[src/hw/rtl/rlgd_pkg.sv]
// Shared types, codes and constant tables for the RGB LED effect and gamma driver.
// Depends on nothing; every other file of the block imports it.
package rlgd_pkg;

   localparam int LEVEL_W  = 13;
   localparam int NOW_W    = 32;
   localparam int MS_W     = 16;
   localparam int FRAME_W  = 6;
   localparam int CODE_W   = 3;
   localparam int PROD_W   = 2 * LEVEL_W;

   localparam logic [LEVEL_W-1:0] FULL_LEVEL = 13'h1fff;
   localparam logic [13:0]        PULSE_FULL = 14'(FULL_LEVEL);

   // Operation codes of an input beat
   localparam logic OP_TICK  = 1'b0;
   localparam logic OP_FLASH = 1'b1;

   // Configuration register indexes
   localparam logic CSR_BASE_EFFECT = 1'b0;
   localparam logic CSR_BASE_COLOR  = 1'b1;

   // Effect codes; the upper three alias the lower ones (code modulo five)
   localparam logic [CODE_W-1:0] EFF_OFF       = 3'd0;
   localparam logic [CODE_W-1:0] EFF_SOLID     = 3'd1;
   localparam logic [CODE_W-1:0] EFF_BLINK     = 3'd2;
   localparam logic [CODE_W-1:0] EFF_PULSE     = 3'd3;
   localparam logic [CODE_W-1:0] EFF_FLASH     = 3'd4;
   localparam logic [CODE_W-1:0] EFF_OFF_ALT   = 3'd5;
   localparam logic [CODE_W-1:0] EFF_SOLID_ALT = 3'd6;
   localparam logic [CODE_W-1:0] EFF_BLINK_ALT = 3'd7;

   // Colour indexes
   localparam logic [CODE_W-1:0] COL_BLUE      = 3'd0;
   localparam logic [CODE_W-1:0] COL_GREEN     = 3'd1;
   localparam logic [CODE_W-1:0] COL_CYAN      = 3'd2;
   localparam logic [CODE_W-1:0] COL_RED       = 3'd3;
   localparam logic [CODE_W-1:0] COL_MAGENTA   = 3'd4;
   localparam logic [CODE_W-1:0] COL_ORANGE    = 3'd5;
   localparam logic [CODE_W-1:0] COL_WHITE     = 3'd6;
   localparam logic [CODE_W-1:0] COL_BLUE_ALT  = 3'd7;

   // Channel positions within an rgb_type
   localparam logic [1:0] CH_RED   = 2'd0;
   localparam logic [1:0] CH_GREEN = 2'd1;
   localparam logic [1:0] CH_BLUE  = 2'd2;

   typedef logic [2:0][LEVEL_W-1:0] rgb_type;

   typedef struct packed {
      logic                 operation;
      logic [NOW_W-1:0]     now_ticks;
      logic [MS_W-1:0]      flash_ms;
      logic [CODE_W-1:0]    flash_effect_sel;
      logic [CODE_W-1:0]    flash_color_sel;
   } req_type;

   typedef struct packed {
      logic [LEVEL_W-1:0] red_duty;
      logic [LEVEL_W-1:0] green_duty;
      logic [LEVEL_W-1:0] blue_duty;
      logic               flash_shown;
   } rsp_type;

   typedef enum logic [2:0] {
      ST_IDLE,
      ST_EVAL,
      ST_SHADE,
      ST_OUT,
      ST_DIV,
      ST_ARM
   } state_type;

   typedef enum logic [1:0] {
      PH_SCALE,
      PH_SQUARE,
      PH_CUBE
   } phase_type;

   function automatic logic [LEVEL_W-1:0] effect_level(input logic [CODE_W-1:0] effect,
                                                      input logic [FRAME_W-1:0] frame);
      logic [13:0]        x;
      logic [13:0]        d;
      logic [LEVEL_W-1:0] lvl;
      x = {frame, 8'h00};
      d = (x >= PULSE_FULL) ? (x - PULSE_FULL) : (PULSE_FULL - x);
      unique case (effect) inside
         EFF_SOLID, EFF_SOLID_ALT: lvl = FULL_LEVEL;
         EFF_BLINK, EFF_BLINK_ALT: lvl = frame[4] ? FULL_LEVEL : '0;
         EFF_PULSE:                lvl = LEVEL_W'(PULSE_FULL - d);
         EFF_FLASH:                lvl = frame[2] ? FULL_LEVEL : '0;
         EFF_OFF, EFF_OFF_ALT:     lvl = '0;
         default:                  lvl = '0;
      endcase
      return lvl;
   endfunction

   function automatic rgb_type color_rgb(input logic [CODE_W-1:0] idx);
      rgb_type c;
      unique case (idx) inside
         COL_BLUE, COL_BLUE_ALT: c = {13'd8191, 13'd0,    13'd0};
         COL_GREEN:              c = {13'd0,    13'd8191, 13'd0};
         COL_CYAN:               c = {13'd8191, 13'd8191, 13'd0};
         COL_RED:                c = {13'd0,    13'd0,    13'd8191};
         COL_MAGENTA:            c = {13'd8191, 13'd0,    13'd8191};
         COL_ORANGE:             c = {13'd0,    13'd5000, 13'd8191};
         COL_WHITE:              c = {13'd6700, 13'd7200, 13'd8191};
         default:                c = '0;
      endcase
      return c;
   endfunction

endpackage

[src/hw/rtl/rgb_led_effect_gamma_driver_top.sv]
// Top level of the RGB LED effect and gamma driver: sequencer, state and beat registers.
// Depends on rlgd_pkg and rlgd_shade.
//
//   channel  direction  handshake         payload
//   req      in         req_valid/stall   rlgd_pkg::req_type
//   rsp      out        rsp_valid/stall   rlgd_pkg::rsp_type
//   csr      in         csr_valid/ready   csr_index (1 bit), csr_data (3 bits)
//
// A tick beat's result is loaded after acceptance in order: picking the effect, nine
// products through the shade unit's shared multiplier, a write-back, registering done
// and a load. The next beat can be taken once the sequencer is back in idle. A
// start-flash beat holds req_stall in ST_DIV, flash_ms times the constant reciprocal
// of MS_PER_TICK, then in ST_ARM, the end-time add.
// req_stall is high for the whole of a beat's work; csr_ready only while idle.
// A result held by rsp_stall does not block acceptance of the next beat.
// Reset is synchronous and restores the base effect (solid) and colour (red).
module rgb_led_effect_gamma_driver_top #(
   parameter int MS_PER_TICK = 1
) (
   input  logic              clock,
   input  logic              reset,
   input  logic              req_valid,
   output logic              req_stall,
   input  rlgd_pkg::req_type req_payload,
   output logic              rsp_valid,
   input  logic              rsp_stall,
   output rlgd_pkg::rsp_type rsp_payload,
   input  logic              csr_valid,
   output logic              csr_ready,
   input  logic              csr_index,
   input  logic [2:0]        csr_data
);
   import rlgd_pkg::*;

   // floor(ms / MS_PER_TICK) as (ms * RECIP) >> RECIP_SH, exact for every 16-bit ms
   localparam int RECIP_SH = MS_W + $clog2(MS_PER_TICK);
   localparam int RECIP_W  = MS_W + 1;
   localparam int QPROD_W  = 2 * MS_W + 1;
   localparam logic [RECIP_W-1:0] RECIP = RECIP_W'(((64'd1 << RECIP_SH) +
      64'(MS_PER_TICK) - 64'd1) / 64'(MS_PER_TICK));

   state_type            state_ff;
   state_type            state_in;
   req_type              req_ff;
   logic [CODE_W-1:0]    base_effect_ff;
   logic [CODE_W-1:0]    base_color_ff;
   logic [FRAME_W-1:0]   frame_ff;
   logic                 pend_ff;
   logic [CODE_W-1:0]    fl_eff_ff;
   logic [CODE_W-1:0]    fl_col_ff;
   logic [NOW_W-1:0]     fl_end_ff;
   logic                 shown_ff;
   logic [MS_W-1:0]      q_ff;
   logic                 rsp_valid_ff;
   rsp_type              rsp_ff;

   logic                 req_acc;
   logic                 csr_acc;
   logic                 out_free;
   logic                 use_flash;
   logic [CODE_W-1:0]    sel_eff;
   logic [CODE_W-1:0]    sel_col;
   logic [LEVEL_W-1:0]   sel_level;
   rgb_type              sel_rgb;
   logic                 shade_start;
   logic                 shade_done;
   rgb_type              shade_duty;
   logic [QPROD_W-1:0]   quot_prod;

   assign req_acc  = req_valid && !req_stall;
   assign csr_acc  = csr_valid && csr_ready;
   assign out_free = !rsp_valid_ff || !rsp_stall;

   // Effect selection; flash expiry is a plain unsigned compare
   assign use_flash = pend_ff && (req_ff.now_ticks < fl_end_ff);
   assign sel_eff   = use_flash ? fl_eff_ff : base_effect_ff;
   assign sel_col   = use_flash ? fl_col_ff : base_color_ff;
   assign sel_level = effect_level(sel_eff, frame_ff);
   assign sel_rgb   = color_rgb(sel_col);

   assign quot_prod = QPROD_W'(req_ff.flash_ms) * QPROD_W'(RECIP);

   rlgd_shade u_shade (
      .clock (clock),
      .reset (reset),
      .start (shade_start),
      .level (sel_level),
      .rgb   (sel_rgb),
      .done  (shade_done),
      .duty  (shade_duty)
   );

   // Next state
   always_comb begin
      state_in = state_ff;
      unique case (state_ff)
         ST_IDLE: begin
            if (req_acc) begin
               state_in = (req_payload.operation == OP_TICK) ? ST_EVAL : ST_DIV;
            end
         end
         ST_EVAL:  state_in = ST_SHADE;
         ST_SHADE: begin
            if (shade_done) begin
               state_in = ST_OUT;
            end
         end
         ST_OUT: begin
            if (out_free) begin
               state_in = ST_IDLE;
            end
         end
         ST_DIV:   state_in = ST_ARM;
         ST_ARM:   state_in = ST_IDLE;
         default:  state_in = ST_IDLE;
      endcase
   end

   // Sequencer outputs
   always_comb begin
      req_stall   = (state_ff != ST_IDLE);
      csr_ready   = (state_ff == ST_IDLE);
      shade_start = (state_ff == ST_EVAL);
   end

   always_ff @(posedge clock) begin
      if (reset) begin
         state_ff       <= ST_IDLE;
         base_effect_ff <= EFF_SOLID;
         base_color_ff  <= COL_RED;
         frame_ff       <= '0;
         pend_ff        <= 1'b0;
         fl_eff_ff      <= EFF_OFF;
         fl_col_ff      <= COL_BLUE;
         fl_end_ff      <= '0;
         rsp_valid_ff   <= 1'b0;
      end else begin
         state_ff <= state_in;
         if (csr_acc) begin
            unique case (csr_index)
               CSR_BASE_EFFECT: base_effect_ff <= csr_data;
               CSR_BASE_COLOR:  base_color_ff  <= csr_data;
               default:         base_effect_ff <= base_effect_ff;
            endcase
            frame_ff <= '0;
         end
         if (state_ff == ST_EVAL) begin
            if (!use_flash) begin
               pend_ff <= 1'b0;
            end
            frame_ff <= frame_ff + FRAME_W'(1);
         end
         if (state_ff == ST_ARM) begin
            frame_ff  <= '0;
            pend_ff   <= 1'b1;
            fl_eff_ff <= req_ff.flash_effect_sel;
            fl_col_ff <= req_ff.flash_color_sel;
            fl_end_ff <= req_ff.now_ticks + NOW_W'(q_ff);
         end
         if (state_ff == ST_OUT && out_free) begin
            rsp_valid_ff <= 1'b1;
         end else if (!rsp_stall) begin
            rsp_valid_ff <= 1'b0;
         end
      end
   end

   always_ff @(posedge clock) begin
      if (req_acc) begin
         req_ff <= req_payload;
      end
      if (state_ff == ST_DIV) begin
         // scale flash_ms down to ticks
         q_ff <= MS_W'(quot_prod >> RECIP_SH);
      end
      if (state_ff == ST_EVAL) begin
         shown_ff <= use_flash;
      end
      if (state_ff == ST_OUT && out_free) begin
         rsp_ff.red_duty    <= shade_duty[CH_RED];
         rsp_ff.green_duty  <= shade_duty[CH_GREEN];
         rsp_ff.blue_duty   <= shade_duty[CH_BLUE];
         rsp_ff.flash_shown <= shown_ff;
      end
   end

   assign rsp_valid   = rsp_valid_ff;
   assign rsp_payload = rsp_ff;

endmodule

[src/hw/rtl/rlgd_shade.sv]
// Shade unit: scales an rgb colour by a level, cubes each channel and inverts it.
// Nine products in turn through one registered 13x13 multiplier. Uses rlgd_pkg.
module rlgd_shade (
   input  logic              clock,
   input  logic              reset,
   input  logic              start,
   input  logic [12:0]       level,
   input  rlgd_pkg::rgb_type rgb,
   output logic              done,
   output rlgd_pkg::rgb_type duty
);
   import rlgd_pkg::*;

   logic                busy_ff;
   logic                busy_in;
   phase_type           ph_ff;
   phase_type           ph_in;
   logic [1:0]          ch_ff;
   logic [1:0]          ch_in;
   logic [LEVEL_W-1:0]  lvl_ff;
   rgb_type             rgb_ff;
   logic [PROD_W-1:0]   p_ff;
   logic [PROD_W-1:0]   p_in;
   logic [LEVEL_W-1:0]  s_ff;
   logic                wb_ff;
   logic [1:0]          wb_ch_ff;
   logic                done_ff;
   rgb_type             duty_ff;
   logic [LEVEL_W-1:0]  op_a;
   logic [LEVEL_W-1:0]  op_b;
   logic [LEVEL_W-1:0]  comp;
   logic [LEVEL_W-1:0]  p_hi;

   assign p_hi = p_ff[PROD_W-1:LEVEL_W];

   always_comb begin
      case (ch_ff)
         CH_RED:   comp = rgb_ff[CH_RED];
         CH_GREEN: comp = rgb_ff[CH_GREEN];
         CH_BLUE:  comp = rgb_ff[CH_BLUE];
         default:  comp = '0;
      endcase
   end

   // Next phase and channel
   always_comb begin
      ph_in   = ph_ff;
      ch_in   = ch_ff;
      busy_in = busy_ff;
      if (start) begin
         busy_in = 1'b1;
         ph_in   = PH_SCALE;
         ch_in   = CH_RED;
      end else if (busy_ff) begin
         unique case (ph_ff)
            PH_SCALE:  ph_in = PH_SQUARE;
            PH_SQUARE: ph_in = PH_CUBE;
            PH_CUBE: begin
               ph_in = PH_SCALE;
               if (ch_ff == CH_BLUE) begin
                  busy_in = 1'b0;
               end else begin
                  ch_in = ch_ff + 2'd1;
               end
            end
            default:   ph_in = PH_SCALE;
         endcase
      end
   end

   // Multiplier operands per phase
   always_comb begin
      unique case (ph_ff)
         PH_SCALE: begin
            op_a = comp;
            op_b = lvl_ff;
         end
         PH_SQUARE: begin
            op_a = p_hi;
            op_b = p_hi;
         end
         PH_CUBE: begin
            op_a = p_hi;
            op_b = s_ff;
         end
         default: begin
            op_a = '0;
            op_b = '0;
         end
      endcase
      p_in = PROD_W'(op_a) * PROD_W'(op_b);
   end

   always_ff @(posedge clock) begin
      if (reset) begin
         busy_ff <= 1'b0;
         ph_ff   <= PH_SCALE;
         ch_ff   <= CH_RED;
         wb_ff   <= 1'b0;
         done_ff <= 1'b0;
      end else begin
         busy_ff <= busy_in;
         ph_ff   <= ph_in;
         ch_ff   <= ch_in;
         wb_ff   <= busy_ff && (ph_ff == PH_CUBE);
         done_ff <= wb_ff && (wb_ch_ff == CH_BLUE);
      end
   end

   always_ff @(posedge clock) begin
      if (start) begin
         lvl_ff <= level;
         rgb_ff <= rgb;
      end
      p_ff     <= p_in;
      wb_ch_ff <= ch_ff;
      // hold the scaled value for the cube step
      if (ph_ff == PH_SQUARE) begin
         s_ff <= p_hi;
      end
      if (wb_ff) begin
         duty_ff[wb_ch_ff] <= FULL_LEVEL - p_hi;
      end
   end

   assign done = done_ff;
   assign duty = duty_ff;

endmodule

[config.mk]
export PLATFORM = sky130hd
export DESIGN_NAME = rgb_led_effect_gamma_driver_top
export DESIGN_NICKNAME = d
export VERILOG_FILES = /design/src/hw/rtl/rlgd_pkg.sv /design/src/hw/rtl/rgb_led_effect_gamma_driver_top.sv /design/src/hw/rtl/rlgd_shade.sv
export SDC_FILE = /design/constraint.sdc
export NUM_CORES = 1
export LEC_CHECK = 0
export BUFFER_PORTS_ARGS = -buffer_cell sky130_fd_sc_hd__buf_2
export CORE_MARGIN = 1.5
export CORE_UTILIZATION = 55
export DETAILED_ROUTE_END_ITERATION = 7
export PLACE_DENSITY_LB_ADDON = 0.1
export SYNTH_ARGS = -nofsm -noshare
export SYNTH_HDL_FRONTEND = slang
export SYNTH_SLANG_ARGS = --single-unit
[constraint.sdc]
create_clock -name clock -period 5.7 [get_ports clock]
set_input_delay 0 -clock clock [delete_from_list [all_inputs] [get_ports clock]]
set_output_delay 0 -clock clock [all_outputs]
set_load 0.005 [all_outputs]
==> results of run 1 <==
## cell families (layout without fill, tap and decap cells)
logic type / count (synthesis) / in the layout / synth area share
AO/OA/AOI/OAI: 268 / 268 / 0.109
XOR/XNOR: 34 / 34 / 0.0185
adder cells (fa/ha/maj): 248 / 248 / 0.250
buffers and inverters: 261 / 616 / 0.0612
flip-flops: 254 / 254 / 0.427
multiplexers: 13 / 13 / 0.00834
AND/OR/NAND/NOR: 448 / 448 / 0.126
## area by class of cell
type                            instances  area, um^2
Clock inverter                         17         165
Inverter                              219         830
Tap cell                              384         480
Sequential cell                       254        6870
Timing Repair Buffer                  350        2650
Multi-Input combinational cell       1011        8800
Fill cell                            2131        8240
Clock buffer                           30         666
## stage by stage
step | hold slack (ps) | setup slack (ps)
floorplan | 98.9 | -2.95
global placement | 176 | -289
detailed placement | 178 | -438
CTS | 71.0 | -185
global route | 110 | -408
finish | 78.2 | -200
## cells in the final DEF (no fill, tap or decap), types with 9 or more instances in the layout
cell	synthesis	layout
and2_1	15	13
o21ai_0	39	38
nand3_1	24	23
nor3_1	22	21
inv_1	219	203
edfxtp_1	177	177
a21oi_1	96	77
fa_1	121	113
a21o_1	31	29
buf_2	3	106
and3_1	15	14
nor2b_1	13	11
mux2i_1	10	10
a21oi_4	0	9
dfxtp_1	77	73
nor2_2	0	9
ha_1	125	110
nor2_1	118	105
a21oi_2	2	12
nand2_1	187	177
xnor2_1	28	28
dlygate4sd3_1	0	67
o211ai_1	12	12
buf_4	0	158
nand2_2	0	9
nand2b_1	15	13
clkbuf_16	0	26
o21a_1	11	11
inv_2	0	14
buf_6	0	13
ha_4	0	11
## critical path: stages, from the launching register on
cell and delay, ps:
dfxtp_4 380, inv_4 50, buf_6 120, ha_4 170, buf_6 120, buf_4 140, buf_12 130, nand2_2 90
a31o_2 280, nor2_1 100, fa_1 540, inv_1 50, fa_1 550, fa_1 460, fa_1 550, inv_1 60
fa_1 490, ha_1 330, a21o_1 180, a21oi_2 150, nand2_1 110, a211oi_4 370, o31ai_4 130, a21oi_2 170
xnor2_1 120
## repair_timing
item,in CTS,in global routing
gates resized for setup,83,45
hold buffers,67,0
setup buffers,19,8
pin swaps,46,39
endpoints found under the hold margin,70,0
setup endpoints to repair,12,12
## metal layers
metal / routed length (um) / track usage / vias to the layer above
met2: 19600 / 0.471 / 263
met1: 15800 / 0.310 / 5825
met3: 1430 / 0.0388 / 73
met5: 0 / 0 / -
met4: 1520 / 0.107 / 0
li1: - / - / 5851
## worst paths after layout
check / start / end / slack, ps / cells past startpoint
worst max-delay path: u_shade.ph_ff[1]$_SDFFE_PP0P_ / u_shade.p_ff[23]$_DFF_P_ / -200 / 24
worst min-delay path: reset / fl_end_ff[11]$_SDFFE_PP0P_ / 80 / 2
worst max register to register: u_shade.ph_ff[1]$_SDFFE_PP0P_ / u_shade.p_ff[23]$_DFF_P_ / -200 / 24
worst min register to register: req_ff[14]$_DFFE_PP_ / q_ff[8]$_DFFE_PP_ / 420 / 0
## sequential cells by signal (all words and copies together), names as in the netlist, 6 cells and up
signal and flops:
fl_end_ff 32, frame_ff 6, q_ff 16, req_ff 54, rsp_payload 40, u_shade.duty 39, u_shade.lvl_ff 7, u_shade.p_ff 13
u_shade.rgb_ff 7, u_shade.s_ff 13
==> run summary, run 1 <==
Hold Vio Cnt, Final - 0
min cycle time layout - 5900 ps
Layout Cells excl Fill - 2265
GPL Wtd Cong - 0.912
drt pass-1 iters - 4
Max Transition Viols Final - 0
final worst slack - -200 ps
EDFF count, synth - 177
vias per cell - 5.30
Synth Flop Type - edfxtp_1
grt ovf - 0
Placed Instances - 2126
Setup Viol. Count Final - 11
FP Rows - 62
Synth Instances - 1526
CP required - 6170 ps
Iter 0 DRT Violations - 542
largest net degree at the start of global routing - 52
global-route wire length before repair - 62100 um
Routed Antenna Nets - 0
die area - 30200 um^2
nets@finish - 2172
Via Count - 12012
clk_skew - 18.6 ps
Mean Syn Cell Area - 10.5 um^2
PortBufs - 106
Max Fanout on Critical Path - 8
Area contributors post-synth - edfxtp_1 (33%), fa_1 (15%), ha_1 (9.7%), dfxtp_1 (9.6%), inv_1 (5.1%)
Core Util, Final - 0.713
Least-Margin Pin Slew - 1090 ps
Rel. slew slack - 0.271
Die H - 174 um
final wirelength - 38400 um
RSZ-0062 raised after global routing - true
setup TNS - -1160 ps
Yosys Warn Count - 0
antenna cells - 0
failing checks - negative setup slack
CP arrival - 6370 ps
asr flop ratio synth - 0
HP Class - in -> reg
Avg WL per Cell - 16.9 um
Clock Latency Late Sink - 550 ps
syn nets - 1836
status - finished with violations
top cell type's share of synthesized area - 0.331
gr usage total - 0.261
CTS H-tree lvls - 1
effective utilization at floorplan - 0.559
FF+latch count, synth - 254
Clock Tree Buf Depth - 3
Num CTS Buffers - 26
synthesized area - 16100 um^2
Startpoint Class - register
total I/O pin count - 107
CTS tree - yes
maxcap violations - 0
initial antenna violation count - 0
Root Driver - clkbuf_16
crit path kind - reg -> reg
Clock Pin Slew Worst Setup and Hold Paths - 60 ps
sequential share of the synthesized area - 0.427
CP Capture Type - register
design area - 20500 um^2
number of global-route vias before repair - 12364
Commonest cells post-synth - inv_1 (219), nand2_1 (187), edfxtp_1 (177), ha_1 (125), fa_1 (121)
cell with the most instances after synthesis - inv_1
core footprint - 28700 um^2
# DRC - 0
Area growth, synth to finish - 27.5%
fmax - 0.169 GHz
chip width - 174 um
DPL Wire Length - 28400 um
clock sinks - 254
Area after DPL - 18200 um^2
layout cells sized above 1 - 0.239
Distinct cells, synth - 70
Yosys top cell by area - edfxtp_1
fin crit share - 1.04
Power of run 1 is not shown: default switching activity piles up to over one toggle a cycle in this logic, so the estimate is an artifact.
==> run 2: changes to the inputs <==
--- a/config.mk
+++ b/config.mk
@@ -10,6 +10,7 @@
 export CORE_UTILIZATION = 55
 export DETAILED_ROUTE_END_ITERATION = 7
 export PLACE_DENSITY_LB_ADDON = 0.1
+export SETUP_SLACK_MARGIN = 0.1
 export SYNTH_ARGS = -nofsm -noshare
 export SYNTH_HDL_FRONTEND = slang
 export SYNTH_SLANG_ARGS = --single-unit
==> run 2 against run 1 <==
The run still ends with negative setup slack left; register-to-register slack lost 130 ps; first-iteration DRC count grew 7.0%; final cell count shrank 0.71%; cell area shrank 0.79%; clock skew shrank 4.5 ps; sequential share of layout area grew 0.27 points; worst setup slack lost 130 ps; clock-buffer cell count grew 1; utilization shrank 0.56 points; via count grew 0.56%; fmax shrank 2.2%; critical endpoint is now u_shade.p_ff[22]$_DFF_P_.
==> run summary, run 2 (same netlist as run 1, synthesis figures left out) <==
Clock Tree Buf Depth - 3 (unchanged)
Reg area - 6870 um^2 (unchanged)
critical path depth in cells - 29 (was 24)
Routed Antenna Nets - 0 (unchanged)
Rel. slew slack - 0.260 (was 0.271)
nets@finish - 2154 (was 2172)
vias per cell - 5.37 (was 5.30)
CTS tree - yes (unchanged)
r2r endpoint - u_shade.p_ff[22]$_DFF_P_ (was u_shade.p_ff[23]$_DFF_P_)
Placed Instances - 2112 (was 2126)
Die H - 174 um (unchanged)
antenna cells - 0 (unchanged)
total I/O pin count - 107 (unchanged)
largest net degree at the start of global routing - 52 (unchanged)
effective utilization at floorplan - 0.559 (unchanged)
initial antenna violation count - 0 (unchanged)
Slowest cell on crit path - fa_1 (unchanged)
clock sinks - 254 (unchanged)
CP required - 6160 ps (was 6170 ps)
Area growth, synth to finish - 26.5% (was 27.5%)
Root Driver - clkbuf_16 (unchanged)
Clock Latency Late Sink - 550 ps (about the same)
Max Fanout on Critical Path - 5 (was 8)
Setup Viol. Count Final - 12 (was 11)
crit path kind - reg -> reg (unchanged)
CP dominant cell by count - fa_1 (unchanged)
HP Class - in -> reg (unchanged)
number of global-route vias before repair - 12466 (was 12364)
Layout fillers - 2144 (was 2131)
max reg flops - 54 (unchanged)
commonest non-fill, non-tap cells in the layout - inv_1 (206), nand2_1 (184), edfxtp_1 (177) (was inv_1 (203), nand2_1 (177), edfxtp_1 (177))
DPL Wire Length - 28000 um (was 28400 um)
# DRC - 0 (unchanged)
r2r setup slk - -330 ps (was -200 ps)
Layout Cells excl Fill - 2249 (was 2265)
fmax - 0.166 GHz (was 0.169 GHz)
Startpoint Class - register (unchanged)
clk_skew - 14.1 ps (was 18.6 ps)
global-route wire length before repair - 62400 um (was 62100 um)
Area after DPL - 18200 um^2 (about the same)
Reg-to-Reg Start - u_shade.ch_ff[1]$_SDFFE_PP0P_ (was u_shade.ph_ff[1]$_SDFFE_PP0P_)
Hold Vio Cnt, Final - 0 (unchanged)
maxcap violations - 0 (unchanged)
Multi-input gate area - 8790 um^2 (was 8800 um^2)
Reg2Reg Depth - 29 (was 24)
die area - 30200 um^2 (unchanged)
Max Transition Viols Final - 0 (unchanged)
hold path cells - 3 (was 2)
Num CTS Buffers - 27 (was 26)
fin crit share - 1.06 (was 1.04)
design area - 20300 um^2 (was 20500 um^2)
Avg WL per Cell - 17.0 um (was 16.9 um)
CP Capture Type - register (unchanged)
hold endpoint - fl_end_ff[5]$_SDFFE_PP0P_ (was fl_end_ff[11]$_SDFFE_PP0P_)
grt ovf - 0 (unchanged)
Crit path max-delay family - adder cells (unchanged)
chip width - 174 um (unchanged)
Clock Pin Slew Worst Setup and Hold Paths - 60 ps (about the same)
hold_sp - reset (unchanged)
GPL Wtd Cong - 0.896 (was 0.912)
failing checks - negative setup slack (unchanged)
CTS H-tree lvls - 1 (unchanged)
final wirelength - 38200 um (was 38400 um)
RSZ-0062 raised after global routing - true (unchanged)
final worst slack - -330 ps (was -200 ps)
drt pass-1 iters - 5 (was 4)
WP buf/inv - 10 (was 7)
Critical Path Start - u_shade.ch_ff[1]$_SDFFE_PP0P_ (was u_shade.ph_ff[1]$_SDFFE_PP0P_)
commonest non-fill, non-tap cell in the layout - inv_1 (unchanged)
layout cells sized above 1 - 0.228 (was 0.239)
core footprint - 28700 um^2 (unchanged)
CP arrival - 6490 ps (was 6370 ps)
Least-Margin Pin Slew - 1110 ps (was 1090 ps)
FP Rows - 62 (unchanged)
Via Count - 12079 (was 12012)
Iter 0 DRT Violations - 580 (was 542)
biggest cell delay along the critical path - 530 ps (was 550 ps)
PortBufs - 106 (unchanged)
gr usage total - 0.261 (about the same)
min cycle time layout - 6030 ps (was 5900 ps)
largest register by flop count - req_ff (unchanged)
status - finished with violations (unchanged)
run 2: changes by cell type in the layout (fill, tap and decap cells not counted), sizes merged:
cell	previous run	this run
clkinvlp	2	4
clkinv	12	9
inv	220	222
buf	283	264
clkbuf	30	31
bufinv	2	3
run 2: metrics by stage:
step	hold slack, ps	TNS (ps)	utilization	setup WS [ps]
3_3_place_gp	176	-1940	0.634	-242
4_1_cts	5.11	-1020	0.696	-194
3_5_place_dp	178	-2920	0.634	-327
2_1_floorplan	98.9	0	-	65.8
5_1_grt	32.8	-5030	0.707	-501
6_report	35.7	-2660	0.707	-330
run 2: metal layers:
layer,wire [um],GRT usage,vias to the layer above
met3,1840,0.0384,98
met5,0,0,-
met4,1890,0.115,0
met1,15200,0.307,5797
li1,-,-,5821
met2,19300,0.473,363
run 2: worst register-to-register path, delay by kind of cell (launching register included):
family | cells | cell delay [ps]
AO/OA/AOI/OAI | 8 | 1170
XOR/XNOR | 1 | 170
adder cells (fa/ha/maj) | 7 | 2960
buffers and inverters | 10 | 870
flip-flops | 1 | 390
AND/OR/NAND/NOR | 3 | 400
run 2: area by class of cell:
| type | count | share of cell area |
|---|---|---|
| Sequential cell | 254 | 0.338 |
| Multi-Input combinational cell | 1011 | 0.433 |
| Clock buffer | 31 | 0.0340 |
| Tap cell | 384 | 0.0237 |
| Inverter | 219 | 0.0407 |
| Clock inverter | 19 | 0.00961 |
| Timing Repair Buffer | 331 | 0.121 |
run 2: repair_timing:
action,4_1_cts,5_1_grt
setup buffers,7,15
setup endpoints to repair,13,13
gates resized for setup,36,59
hold buffers,67,0
pin swaps,14,56
endpoints found under the hold margin,71,0
run 2: worst max-delay path by stage:
stage                               endpoint
CTS                 u_shade.p_ff[23]$_DFF_P_
floorplan           u_shade.p_ff[24]$_DFF_P_
global route        u_shade.p_ff[22]$_DFF_P_
finish              u_shade.p_ff[22]$_DFF_P_
global placement    u_shade.p_ff[24]$_DFF_P_
detailed placement  u_shade.p_ff[23]$_DFF_P_
Power of run 2 is left out for the same reason.
==> run 3: changes to the inputs <==
--- a/config.mk
+++ b/config.mk
@@ -5,10 +5,10 @@
 export SDC_FILE = /design/constraint.sdc
 export NUM_CORES = 1
 export LEC_CHECK = 0
-export BUFFER_PORTS_ARGS = -buffer_cell sky130_fd_sc_hd__buf_2
 export CORE_MARGIN = 1.5
 export CORE_UTILIZATION = 55
 export DETAILED_ROUTE_END_ITERATION = 7
+export DONT_BUFFER_PORTS = 1
 export PLACE_DENSITY_LB_ADDON = 0.1
 export SETUP_SLACK_MARGIN = 0.1
 export SYNTH_ARGS = -nofsm -noshare
==> run 3 against run 2 <==
The run still ends with negative setup slack left; global-route usage is 0.43 points higher; fmax up 2.8%; clock-buffer cell count rose by 8; flip-flop and latch count unchanged; final cell count is 4.7% lower; wire length grew 0.95%; non-clock buffer count down 108; worst hold slack better by 1.3 ps; critical path type unchanged; critical endpoint is now u_shade.p_ff[24]$_DFF_P_.
==> run summary, run 3 (same netlist as run 1, synthesis figures left out) <==
status - finished with violations (unchanged)
failing checks - negative setup slack (unchanged)
Max Transition Viols Final - 0 (unchanged)
HP Class - in -> reg (unchanged)
r2r endpoint - u_shade.p_ff[24]$_DFF_P_ (was u_shade.p_ff[22]$_DFF_P_)
Clock Pin Slew Worst Setup and Hold Paths - 60 ps (about the same)
crit path kind - reg -> reg (unchanged)
Least-Margin Pin Slew - 1070 ps (was 1110 ps)
layout cells sized above 1 - 0.182 (was 0.228)
GPL Wtd Cong - 0.891 (was 0.896)
Setup Viol. Count Final - 11 (was 12)
grt ovf - 0 (unchanged)
CP required - 6170 ps (was 6160 ps)
CP Capture Type - register (unchanged)
chip width - 174 um (unchanged)
DPL Wire Length - 28400 um (was 28000 um)
number of global-route vias before repair - 12216 (was 12466)
final wirelength - 38600 um (was 38200 um)
Reg2Reg Depth - 26 (was 29)
vias per cell - 5.46 (was 5.37)
PortBufs - 0 (was 106)
r2r setup slk - -170 ps (was -330 ps)
Iter 0 DRT Violations - 523 (was 580)
Clock Latency Late Sink - 550 ps (about the same)
Root Driver - clkbuf_16 (unchanged)
gr usage total - 0.265 (was 0.261)
Avg WL per Cell - 18.0 um (was 17.0 um)
nets@finish - 2047 (was 2154)
CTS tree - yes (unchanged)
Routed Antenna Nets - 0 (unchanged)
CTS H-tree lvls - 1 (unchanged)
Rel. slew slack - 0.284 (was 0.260)
Placed Instances - 2005 (was 2112)
final hold slack - 37.0 ps (was 35.7 ps)
commonest non-fill, non-tap cell in the layout - inv_1 (unchanged)
core footprint - 28700 um^2 (unchanged)
Max Fanout on Critical Path - 4 (was 5)
Num CTS Buffers - 28 (was 27)
drt pass-1 iters - 5 (unchanged)
final worst slack - -166 ps (was -330 ps)
max reg flops - 54 (unchanged)
Layout Cells excl Fill - 2143 (was 2249)
# DRC - 0 (unchanged)
FP Rows - 62 (unchanged)
maxcap violations - 0 (unchanged)
setup TNS - -1120 ps (was -2660 ps)
Critical Path Start - u_shade.ch_ff[0]$_SDFFE_PP0P_ (was u_shade.ch_ff[1]$_SDFFE_PP0P_)
initial antenna violation count - 0 (unchanged)
Area growth, synth to finish - 23.7% (was 26.5%)
Die H - 174 um (unchanged)
total I/O pin count - 107 (unchanged)
RSZ-0062 raised after global routing - true (unchanged)
Hold Vio Cnt, Final - 0 (unchanged)
clock sinks - 254 (unchanged)
Setup crit end - u_shade.p_ff[24]$_DFF_P_ (was u_shade.p_ff[22]$_DFF_P_)
CP arrival - 6340 ps (was 6490 ps)
effective utilization at floorplan - 0.559 (unchanged)
Clock Tree Buf Depth - 3 (unchanged)
die area - 30200 um^2 (unchanged)
Startpoint Class - register (unchanged)
clk_skew - 16.1 ps (was 14.1 ps)
commonest non-fill, non-tap cells in the layout - inv_1 (205), nand2_1 (179), edfxtp_1 (177) (was inv_1 (206), nand2_1 (184), edfxtp_1 (177))
fmax - 0.170 GHz (was 0.166 GHz)
hold path cells - 5 (was 3)
Reg-to-Reg Start - u_shade.ch_ff[0]$_SDFFE_PP0P_ (was u_shade.ch_ff[1]$_SDFFE_PP0P_)
antenna cells - 0 (unchanged)
min cycle time layout - 5870 ps (was 6030 ps)
largest net degree at the start of global routing - 52 (unchanged)
fin crit share - 1.03 (was 1.06)
global-route wire length before repair - 63300 um (was 62400 um)
Via Count - 11710 (was 12079)
largest register by flop count - req_ff (unchanged)
run 3: cell type report:
class	count	area (um^2)
sequential	254	6870
inverter	219	827
tap	384	480
fill	2143	8840
clock buffer	39	793
timing repair buffer	223	1920
clock inverter	13	95.1
multi-input combinational	1011	8870
run 3: repair_timing:
item,4_1_cts,5_1_grt
pin swaps,23,41
setup buffers,11,5
hold endpoints to repair,108,0
hold buffers,71,0
setup endpoints to repair,13,13
gates resized for setup,58,43
run 3: critical path, stage by stage (launching register included):
cell	delay [ps]
dfxtp_4	390
inv_4	60
ha_4	150
and2_4	160
a21oi_2	140
buf_4	130
a21oi_2	80
a21oi_2	180
nor2_1	90
fa_1	570
inv_2	50
fa_1	510
inv_2	40
fa_1	470
inv_1	50
fa_1	470
inv_1	50
fa_1	430
ha_1	300
a2111o_1	410
a21boi_2	180
o2bb2ai_4	120
buf_6	150
a21oi_4	130
o211ai_2	130
and3_4	180
a211oi_2	180
run 3: how the worst min path moves through the flow:
| stage | start | endpoint | slack [ps] |
|---|---|---|---|
| 2_1_floorplan | req_payload[0] | req_ff[0]$_DFFE_PP_ | 100 |
| 3_3_place_gp | reset | fl_end_ff[13]$_SDFFE_PP0P_ | 80 |
| 3_5_place_dp | reset | fl_end_ff[15]$_SDFFE_PP0P_ | 80 |
| 4_1_cts | req_valid | state_ff[0]$_SDFFE_PP0P_ | 10 |
| 5_1_grt | req_payload[8] | req_ff[8]$_DFFE_PP_ | 60 |
| 6_report | req_valid | state_ff[0]$_SDFFE_PP0P_ | 40 |
run 3: per-stage QoR:
stage / util / cell area, um^2 / worst slack [ps]
2_1_floorplan: - / 16400 / 65.8
3_3_place_gp: 0.615 / 17700 / -304
3_5_place_dp: 0.615 / 17700 / -422
4_1_cts: 0.684 / 19600 / -191
5_1_grt: 0.692 / 19900 / -404
6_report: 0.692 / 19900 / -166
run 3: layer usage:
| layer | wire length, um | track usage | up-vias | share of wire |
|---|---|---|---|---|
| li1 | - | - | 5600 | - |
| met1 | 15300 | 0.318 | 5692 | 0.40 |
| met2 | 20000 | 0.487 | 331 | 0.52 |
| met3 | 1430 | 0.0281 | 87 | 0.037 |
| met4 | 1770 | 0.107 | 0 | 0.046 |
| met5 | 0 | 0 | - | 0 |
Power of run 3 is left out for the same reason.
